`src/sv/bis_pkg.sv`:
```
`timescale 1ns / 1ps

package bis_pkg;

	// Width of the key ports, fixed by the interface.
	localparam int KEY_PORT_W = 32;

	// Defaults for the top-level parameters.
	localparam int MAX_KEYS_DEF  = 64;
	localparam int KEY_WIDTH_DEF = 32;

	typedef enum logic [2:0] {
		ST_IDLE,
		ST_SEARCH,
		ST_SWAIT,
		ST_SHIFT,
		ST_INSERT,
		ST_OUT_RD,
		ST_OUT_LD
	} bis_state_t;

endpackage

```
`src/sv/bis_store.sv`:
```
`timescale 1ns / 1ps

module bis_store #(
	parameter int DEPTH = 64,
	parameter int WIDTH = 32
) (
	input  logic                     clk,
	input  logic                     we,
	input  logic [$clog2(DEPTH)-1:0] waddr,
	input  logic [WIDTH-1:0]         wdata,
	input  logic                     re,
	input  logic [$clog2(DEPTH)-1:0] raddr,
	output logic [WIDTH-1:0]         rdata
);
	import bis_pkg::*;

	logic [WIDTH-1:0] mem [DEPTH];
	logic [WIDTH-1:0] rdata_q;

	always_ff @(posedge clk) begin
		if (we) begin
			mem[waddr] <= wdata;
		end
	end

	// The read data register holds its value until the next read.
	always_ff @(posedge clk) begin
		if (re) begin
			rdata_q <= mem[raddr];
		end
	end

	assign rdata = rdata_q;

endmodule

```
`src/sv/binary_insertion_sorter_core.sv`:
```
`timescale 1ns / 1ps
// Insertion of one key with n keys held: a binary search over the held keys (one store
// read and one compare per step), then each larger key is moved up one place, then the key
// is written; the single read port of the store sets the pace. After the last key of a
// set, each result is read and loaded into the output register once the output is free,
// before the next is read. Reset clears the state machine, the fill count, the drop flag
// and the output valid; the key store is not cleared, as only held entries are read.
module binary_insertion_sorter_core #(
	parameter int MAX_KEYS  = bis_pkg::MAX_KEYS_DEF,
	parameter int KEY_WIDTH = bis_pkg::KEY_WIDTH_DEF
) (
	input  logic                           clk,
	input  logic                           arst_n,
	input  logic                           in_valid,
	output logic                           in_stall,
	input  logic signed [bis_pkg::KEY_PORT_W-1:0] key,
	input  logic                           last_in,
	output logic                           out_valid,
	input  logic                           out_stall,
	output logic signed [bis_pkg::KEY_PORT_W-1:0] sorted_key,
	output logic                           last_out,
	output logic                           overflow
);
	import bis_pkg::*;

	localparam int AW = $clog2(MAX_KEYS);
	localparam int CW = $clog2(MAX_KEYS + 1);

	bis_state_t state_q, state_d;

	logic [KEY_WIDTH-1:0] key_in_w;
	logic [KEY_WIDTH-1:0] key_q;
	logic                 last_q;
	logic [CW-1:0]        fill_q;
	logic                 dropped_q;
	logic [CW-1:0]        lo_q, hi_q, idx_q, oidx_q;
	logic [CW-1:0]        mid_w;

	logic                 mv_s1;
	logic [AW-1:0]        mv_addr_s1;

	logic                 rd_en;
	logic [AW-1:0]        rd_addr;
	logic [KEY_WIDTH-1:0] rd_data;
	logic                 wr_en;
	logic [AW-1:0]        wr_addr;
	logic [KEY_WIDTH-1:0] wr_data;

	logic                 accept;
	logic                 ld_out;
	logic                 out_last_w;
	logic                 full_w;
	logic                 greater_w;
	logic [KEY_PORT_W-1:0] rd_key_w;

	logic                  out_valid_q;
	logic [KEY_PORT_W-1:0] out_key_q;
	logic                  out_last_q;
	logic                  out_ovf_q;

	// Only the low KEY_WIDTH bits of the key count; bit KEY_WIDTH-1 is the sign.
	generate
		if (KEY_WIDTH <= KEY_PORT_W) begin : g_in_narrow
			assign key_in_w = key[KEY_WIDTH-1:0];
		end else begin : g_in_wide
			assign key_in_w = {{(KEY_WIDTH - KEY_PORT_W){1'b0}}, key};
		end
		if (KEY_WIDTH >= KEY_PORT_W) begin : g_out_wide
			assign rd_key_w = rd_data[KEY_PORT_W-1:0];
		end else begin : g_out_narrow
			assign rd_key_w = {{(KEY_PORT_W - KEY_WIDTH){1'b0}}, rd_data};
		end
	endgenerate

	assign mid_w      = lo_q + ((hi_q - lo_q) >> 1);
	assign full_w     = (fill_q == CW'(MAX_KEYS));
	assign greater_w  = ($signed(rd_data) > $signed(key_q));
	assign out_last_w = ((oidx_q + CW'(1)) == fill_q);

	always_comb begin
		state_d = state_q;
		accept  = 1'b0;
		ld_out  = 1'b0;
		rd_en   = 1'b0;
		rd_addr = mid_w[AW-1:0];
		unique case (state_q)
			ST_IDLE: begin
				accept = in_valid;
				if (in_valid) begin
					if (full_w) begin
						state_d = last_in ? ST_OUT_RD : ST_IDLE;
					end else begin
						state_d = ST_SEARCH;
					end
				end
			end
			ST_SEARCH: begin
				if (lo_q < hi_q) begin
					rd_en   = 1'b1;
					state_d = ST_SWAIT;
				end else begin
					state_d = ST_SHIFT;
				end
			end
			ST_SWAIT: begin
				state_d = ST_SEARCH;
			end
			ST_SHIFT: begin
				// Read below idx while the previous move is written one place up.
				rd_addr = AW'(idx_q - CW'(1));
				if (idx_q > lo_q) begin
					rd_en = 1'b1;
				end else begin
					state_d = ST_INSERT;
				end
			end
			ST_INSERT: begin
				state_d = last_q ? ST_OUT_RD : ST_IDLE;
			end
			ST_OUT_RD: begin
				rd_en   = 1'b1;
				rd_addr = oidx_q[AW-1:0];
				state_d = ST_OUT_LD;
			end
			ST_OUT_LD: begin
				ld_out = !out_valid_q || !out_stall;
				if (ld_out) begin
					state_d = out_last_w ? ST_IDLE : ST_OUT_RD;
				end
			end
			default: begin
				state_d = ST_IDLE;
			end
		endcase
	end

	always_ff @(posedge clk or negedge arst_n) begin
		if (!arst_n) begin
			state_q <= ST_IDLE;
		end else begin
			state_q <= state_d;
		end
	end

	// Control counters and flags.
	always_ff @(posedge clk or negedge arst_n) begin
		if (!arst_n) begin
			fill_q    <= '0;
			dropped_q <= 1'b0;
			mv_s1     <= 1'b0;
		end else begin
			mv_s1 <= (state_q == ST_SHIFT) && (idx_q > lo_q);
			if (accept && full_w) begin
				dropped_q <= 1'b1;
			end
			if (state_q == ST_INSERT) begin
				fill_q <= fill_q + CW'(1);
			end
			if (ld_out && out_last_w) begin
				fill_q    <= '0;
				dropped_q <= 1'b0;
			end
		end
	end

	// Key and last flag, search bounds, move index and output index.
	always_ff @(posedge clk) begin
		if (accept) begin
			key_q  <= key_in_w;
			last_q <= last_in;
			lo_q   <= '0;
			hi_q   <= fill_q;
			oidx_q <= '0;
		end
		if (state_q == ST_SEARCH) begin
			idx_q <= fill_q;
		end
		if (state_q == ST_SWAIT) begin
			if (greater_w) begin
				hi_q <= mid_w;
			end else begin
				lo_q <= mid_w + CW'(1);
			end
		end
		if (state_q == ST_SHIFT && rd_en) begin
			idx_q <= idx_q - CW'(1);
		end
		mv_addr_s1 <= idx_q[AW-1:0];
		if (state_q == ST_INSERT) begin
			oidx_q <= '0;
		end
		if (ld_out) begin
			oidx_q <= oidx_q + CW'(1);
		end
	end

	assign wr_en   = mv_s1 || (state_q == ST_INSERT);
	assign wr_addr = mv_s1 ? mv_addr_s1 : lo_q[AW-1:0];
	assign wr_data = mv_s1 ? rd_data : key_q;

	bis_store #(
		.DEPTH(MAX_KEYS),
		.WIDTH(KEY_WIDTH)
	) u_store (
		.clk  (clk),
		.we   (wr_en),
		.waddr(wr_addr),
		.wdata(wr_data),
		.re   (rd_en),
		.raddr(rd_addr),
		.rdata(rd_data)
	);

	// Output register: a finished item waits here while the next key is taken.
	always_ff @(posedge clk or negedge arst_n) begin
		if (!arst_n) begin
			out_valid_q <= 1'b0;
		end else if (ld_out) begin
			out_valid_q <= 1'b1;
		end else if (!out_stall) begin
			out_valid_q <= 1'b0;
		end
	end

	always_ff @(posedge clk) begin
		if (ld_out) begin
			out_key_q  <= rd_key_w;
			out_last_q <= out_last_w;
			out_ovf_q  <= dropped_q;
		end
	end

	assign in_stall   = (state_q != ST_IDLE);
	assign out_valid  = out_valid_q;
	assign sorted_key = out_key_q;
	assign last_out   = out_last_q;
	assign overflow   = out_ovf_q;

	a_fill_bound: assert property (@(posedge clk) disable iff (!arst_n)
		fill_q <= CW'(MAX_KEYS))
		else $error("fill count beyond store depth");

	a_search_open: assert property (@(posedge clk) disable iff (!arst_n)
		state_q == ST_SWAIT |-> lo_q < hi_q)
		else $error("search read with an empty interval");

	a_shift_floor: assert property (@(posedge clk) disable iff (!arst_n)
		state_q == ST_SHIFT |-> idx_q >= lo_q && idx_q <= fill_q)
		else $error("move index outside insertion range");

	a_insert_port: assert property (@(posedge clk) disable iff (!arst_n)
		state_q == ST_INSERT |-> !mv_s1)
		else $error("insert write collides with a pending move");

	a_set_clears: assert property (@(posedge clk) disable iff (!arst_n)
		ld_out && out_last_w |=> fill_q == '0 && !dropped_q && out_valid_q)
		else $error("set not cleared after its last item");

endmodule

```
`config.mk`:
```
export PLATFORM = sky130hd
export DESIGN_NAME = binary_insertion_sorter_core
export DESIGN_NICKNAME = d
export VERILOG_FILES = /design/src/sv/bis_pkg.sv /design/src/sv/bis_store.sv /design/src/sv/binary_insertion_sorter_core.sv
export SDC_FILE = /design/constraint.sdc
export NUM_CORES = 2
export LEC_CHECK = 0
export BUFFER_PORTS_ARGS = -buffer_cell sky130_fd_sc_hd__buf_2
export CAP_MARGIN = 20
export CORE_MARGIN = 5
export CORE_UTILIZATION = 40
export CTS_CLUSTER_SIZE = 20
export DETAILED_ROUTE_END_ITERATION = 7
export PLACE_DENSITY = 0.52
export REMOVE_ABC_BUFFERS = 1
export SYNTH_ARGS = -nofsm -noshare
export SYNTH_HDL_FRONTEND = slang
export SYNTH_SLANG_ARGS = --single-unit
```
`constraint.sdc`:
```
create_clock -name clk -period 6.1 [get_ports clk]
set_clock_uncertainty 0.05 [all_clocks]
set_input_delay 1.22 -clock clk [delete_from_list [all_inputs] [get_ports clk]]
set_output_delay 1.22 -clock clk [all_outputs]
set_load 0.005 [all_outputs]
```
# Word-level counts from Yosys, hierarchy flattened
# Memories as Yosys holds them, arrays and structs flattened. A register that Yosys moved wholly into a read port is not among the register bits.
# Index checks and enable logic that the tools add are counted.
# classes
add_sub_neg,6
multipliers,0
div_mod_pow,0
order_cmp,3
n_eq_ne,12
shifts,0
muxes,36
bitwise_logic,0
reduce_logical,15
# op_table
cell,n
$mux W7,13
$gt A32 B32 Y1,1
$mux W32,1
$add A7 B1 Y7 const B,3
$mux W3,7
$pmux W3 S7,1
$pmux W6 S2,1
$mux W1,11
$eq A3 B3 Y1 const B,3
$add A7 B6 Y7,1
$eq A7 B7 Y1,1
$eq A7 B7 Y1 const B,1
$gt A7 B7 Y1,1
$lt A7 B7 Y1,1
$sub A7 B1 Y7 const B,1
$sub A7 B7 Y7,1
$eq A3 B2 Y1 const B,2
$mux W6,1
$ne A2 B2 Y1 const B,3
$reduce_bool A2 Y1,3
$reduce_bool A3 Y1,2
$logic_and A1 B1 Y1,4
$eq A3 B1 Y1 const B,1
$logic_not A3 Y1,1
5 further kinds,7
# word_totals
reg_bits,114
latch_bits,0
ram_bits,2048
romBits,0
input_bits,37
elab_cells,88
mem_count,1
# memory_table
memory,words,word_bits,rd,rd_ports_with_merged_regs,write_ports,line,source
u_store.mem,64,32,1,1,1,bis_store.sv:17,logic [WIDTH-1:0] mem [DEPTH];

# Depth between registers and ports, before layout
# logic_depth
depth_word,5
depth_mapped,19
depth_no_buf,17

# Modules after synthesis
# Synthesis repeated with hierarchy kept, for this count alone.
# hier_totals
hier_cells,3950
hier_area_um2,85275.5
# by_module_without_submodules
module,n_inst,cells_each,area_each_um2,seq_area_each_um2
bis_store,1,3324,78835.6,62459.9
binary_insertion_sorter_core,1,626,6439.9,3158.0

# Least setup slack after synthesis
# No wires, ideal clock.
# synth_timing
path_type,register to register
from,register mv_s1
to,memory u_store.mem[0][31] (data pin)
setup_time_ps,702
arrival_time_ps,3492
t_required_ps,5348
slack_ps,1856
path_stages_with_launch,5
n_path_buf,3
path_cell_list,dfrtp_1 -> clkbuf_1 -> clkbuf_1 -> buf_1 -> o21ai_0
# synth_between
elab_chain_len,1
# synth_lines
item,line,source
start: declaration,binary_insertion_sorter_core.sv:39,logic mv_s1;
start signal: assignment,binary_insertion_sorter_core.sv:152,mv_s1 <= (state_q == ST_SHIFT) && (idx_q > lo_q);
$mux W32,binary_insertion_sorter_core.sv:199,assign wr_data = mv_s1 ? rd_data : key_q;
net u_store.wdata[31],bis_store.sv:10,"input logic [WIDTH-1:0] wdata,"
end: declaration,bis_store.sv:17,
# The timed path passes the listed nets, and every way through them passes these cells.

# Worst setup path in the final report
# layout_timing
from,register lo_q[0]
to,"register u_store.rdata_q[17], in the netlist u_store.rdata[17], read port of u_store.mem (data pin)"
# layout_between
elab_chain_len,3
word_cells_on_any_way,8
# layout_lines
item,line,source
start: declaration,binary_insertion_sorter_core.sv:36,"logic [CW-1:0] lo_q, hi_q, idx_q, oidx_q;"
start signal: assignment,binary_insertion_sorter_core.sv:182,lo_q <= mid_w + CW'(1);
"$sub A7 B7 Y7, or another cell as far along",binary_insertion_sorter_core.sv:75,assign mid_w = lo_q + ((hi_q - lo_q) >> 1);
"$add A7 B6 Y7, or another cell as far along",binary_insertion_sorter_core.sv:75,
$pmux W6 S2 / $pmux W1 S3 (equally long branches),binary_insertion_sorter_core.sv:86,unique case (state_q)
end: declaration,bis_store.sv:18,logic [WIDTH-1:0] rdata_q;
# Parallel ways exist; a longest one is shown, timed or not.
# A chain may end at the register's enable or synchronous reset.

==> impl_metrics.json <==
{
  "synth_top_area_share_pct": 74.77,
  "synth_flop_cell": "edfxtp_1",
  "drt-initial-drc-count": 4102,
  "num_rows": 171,
  "dieArea_mm2": 0.2264,
  "finish.net_count": 4378,
  "place_inst": 6909,
  "detail_route.wl_per_cell_um": 31.88,
  "final_cells": 7327,
  "setup_viol": 0,
  "gp_congestion": 0.8015,
  "worstMarginPinSlew_ns": 1.183,
  "synth_top_area_cell": "edfxtp_1",
  "rsz0062_at_grt": "no",
  "drcViolationCount": 0,
  "slew_headroom_pct": 21.14,
  "fin_crit_ns": 5.555,
  "hold_path.class": "input port to asynchronous set/reset pin",
  "cts_tree": "yes",
  "cts_max_level": 4,
  "core-area_mm2": 0.2165,
  "rr_worst_depth": 16,
  "globalRouteOverflowTotal": 0,
  "grt_antenna_before_repair": 7,
  "final_antenna_net_count": 0,
  "syn_avg_cell_area_um2": 22.09,
  "synth-seq-cells": 2194,
  "rr_endpoint": "u_store.rdata[17]",
  "multi_input_area_mm2": 0.02048,
  "post_cts_buffers": 0,
  "hpwl_mm": 136.3,
  "fmax_mhz": 180.0,
  "synth_edf_count": 2161,
  "worstSetupPathType": "register to register",
  "dr.pass1.iters": 5,
  "r2r_start": "lo_q[0]",
  "cts-root-buf": "clkbuf_16",
  "cp-end-kind": "register",
  "synth_cell_types": 65,
  "yosysSeqAreaShare_pct": 75.61,
  "synth.most_common_cell": "edfxtp_1",
  "register_area_mm2": 0.06562,
  "status": "complete, no violations",
  "grt_pass1_wl_mm": 327.7,
  "synthCells": 3929,
  "crit_fanout": 27,
  "numCtsBuffers": 224,
  "yosys_warnings": 0,
  "synthTopCellsByArea": "edfxtp_1, mux4_2, mux2i_1",
  "clock_latency_ns": 0.85,
  "ctsHoldBuffers": 0,
  "clkTransAtPathRegs_ns": 0.07,
  "io_buffers": 72,
  "vias": 41040,
  "clockBufferDepth": 3,
  "startpoint_type": "register",
  "cts_resized": 0,
  "drv_cap": 0,
  "drive_gt1_share_pct": 28.41,
  "area_growth_syn_to_layout_pct": 15.25,
  "synthTopCellsByCount": "edfxtp_1, mux4_2, mux2i_1, nor2_1, nand2_1",
  "die_h_um": 475.8,
  "pin_count": 73,
  "mappedNetlistArea_mm2": 0.08678,
  "drv_slew": 0,
  "fin_crit_sh_pct": 91.07,
  "initial_core_util_pct": 40.08,
  "grt_max_degree": 113,
  "die_w_um": 475.8,
  "crit_arrival_ns": 6.06,
  "async_reset_ff_share_pct": 0.5925,
  "cts.sinks": 2194,
  "drt-total-wl_mm": 233.6,
  "rrSetupSlack_ns": 0.54,
  "required_ns": 6.60,
  "grt_pass1_vias": 41840,
  "hold_violations": 0,
  "fillers": 18020,
  "viasPerCell": 5.602,
  "grtUsageTotal_pct": 20.55
}
layout make-up:
cell class                      count  area share [%]
Sequential cell                  2194           65.61
Multi-Input combinational cell   1491           20.48
Clock buffer                      264           5.840
Tap cell                         2854           3.570
Timing Repair Buffer              313           2.770
Clock inverter                    147           1.497
Inverter                           57          0.2189
Antenna cell                        7         0.01751
cells in the final DEF (no fill, tap or decap), types with 24 or more instances in the layout:
cell type	synthesis	routed
bufinv_16	0	28
nand2_1	81	81
clkbuf_16	0	228
a21oi_1	26	24
buf_2	52	72
o21ai_4	1	32
ha_1	58	58
clkinv_1	0	53
edfxtp_1	2161	2161
clkinv_2	0	43
buf_4	30	193
mux2i_1	493	493
nor2_1	105	41
clkbuf_1	41	36
buf_12	0	48
inv_1	55	53
nor2_4	0	64
mux4_2	511	511
metal layers:
metal / vias to the layer above / global-route usage [%] / routed length, um
li1: 17110 / - / -
met1: 22460 / 29.39 / 102400
met2: 1187 / 33.68 / 114200
met3: 286 / 3.001 / 12010
met4: 0 / 4.636 / 4931
met5: - / 0 / 0
kinds of logic (layout without fill, tap and decap cells):
family / after synthesis / count (layout) / synth area share (%)
simple gates: 248 / 248 / 1.237
flops: 2194 / 2194 / 75.61
mux: 1015 / 1015 / 19.11
buf+inv: 244 / 781 / 1.811
xor+xnor: 36 / 36 / 0.3720
fa+ha+maj: 60 / 60 / 0.8823
compound gates: 132 / 132 / 0.9804
other cells: 0 / 7 / 0
stage by stage:
step	setup TNS [ns]	hold slack [ns]	instance area, um2	utilization (%)	setup WS, ns
2_1_floorplan	-1226.40	0.3428	85430	-	-40.40
3_3_place_gp	0	0.3623	92660	42.79	0.5175
3_5_place_dp	0	0.3716	92660	42.79	0.4632
4_1_cts	0	0.1532	100000	46.18	0.4508
5_1_grt	0	0.1998	100000	46.19	0.3322
6_report	0	0.2145	100000	46.19	0.5448
critical path: stages, from the launching register on:
cell and delay, ns:
dfxtp_1 0.37, ha_1 0.26, fa_1 0.50, inv_1 0.05, ha_1 0.21, fa_1 0.62
o22ai_1 0.17, a221oi_4 0.46, buf_12 0.24, buf_12 0.19, buf_12 0.15, buf_12 0.25
mux4_2 0.55, mux2i_1 0.18, mux2i_1 0.10, mux2i_1 0.70, mux2i_1 0.16
registers in the layout, indices dropped and copies added (netlist names):
name,flops
u_store.mem,2048
key_q,32
sorted_key,32
u_store.rdata,32
fill_q,7
hi_q,7
idx_q,7
lo_q,7
oidx_q,7
mv_addr_s1,6
state_q,3
dropped_q,1
last_out,1
last_q,1
mv_s1,1
out_valid,1
overflow,1
how the worst max path moves through the flow:
stage,to,startpoint
final,u_store.rdata[17],lo_q[0]
after global routing,u_store.rdata[17],lo_q[0]
after CTS,u_store.rdata[17],lo_q[0]
after detailed placement,u_store.rdata[0],lo_q[0]
after global placement,u_store.rdata[17],hi_q[0]
after floorplan,u_store.rdata[14],lo_q[0]
Power is left out: the tool's default activity adds up to more than one toggle a clock period on the data nets, which glitch-free logic cannot reach.
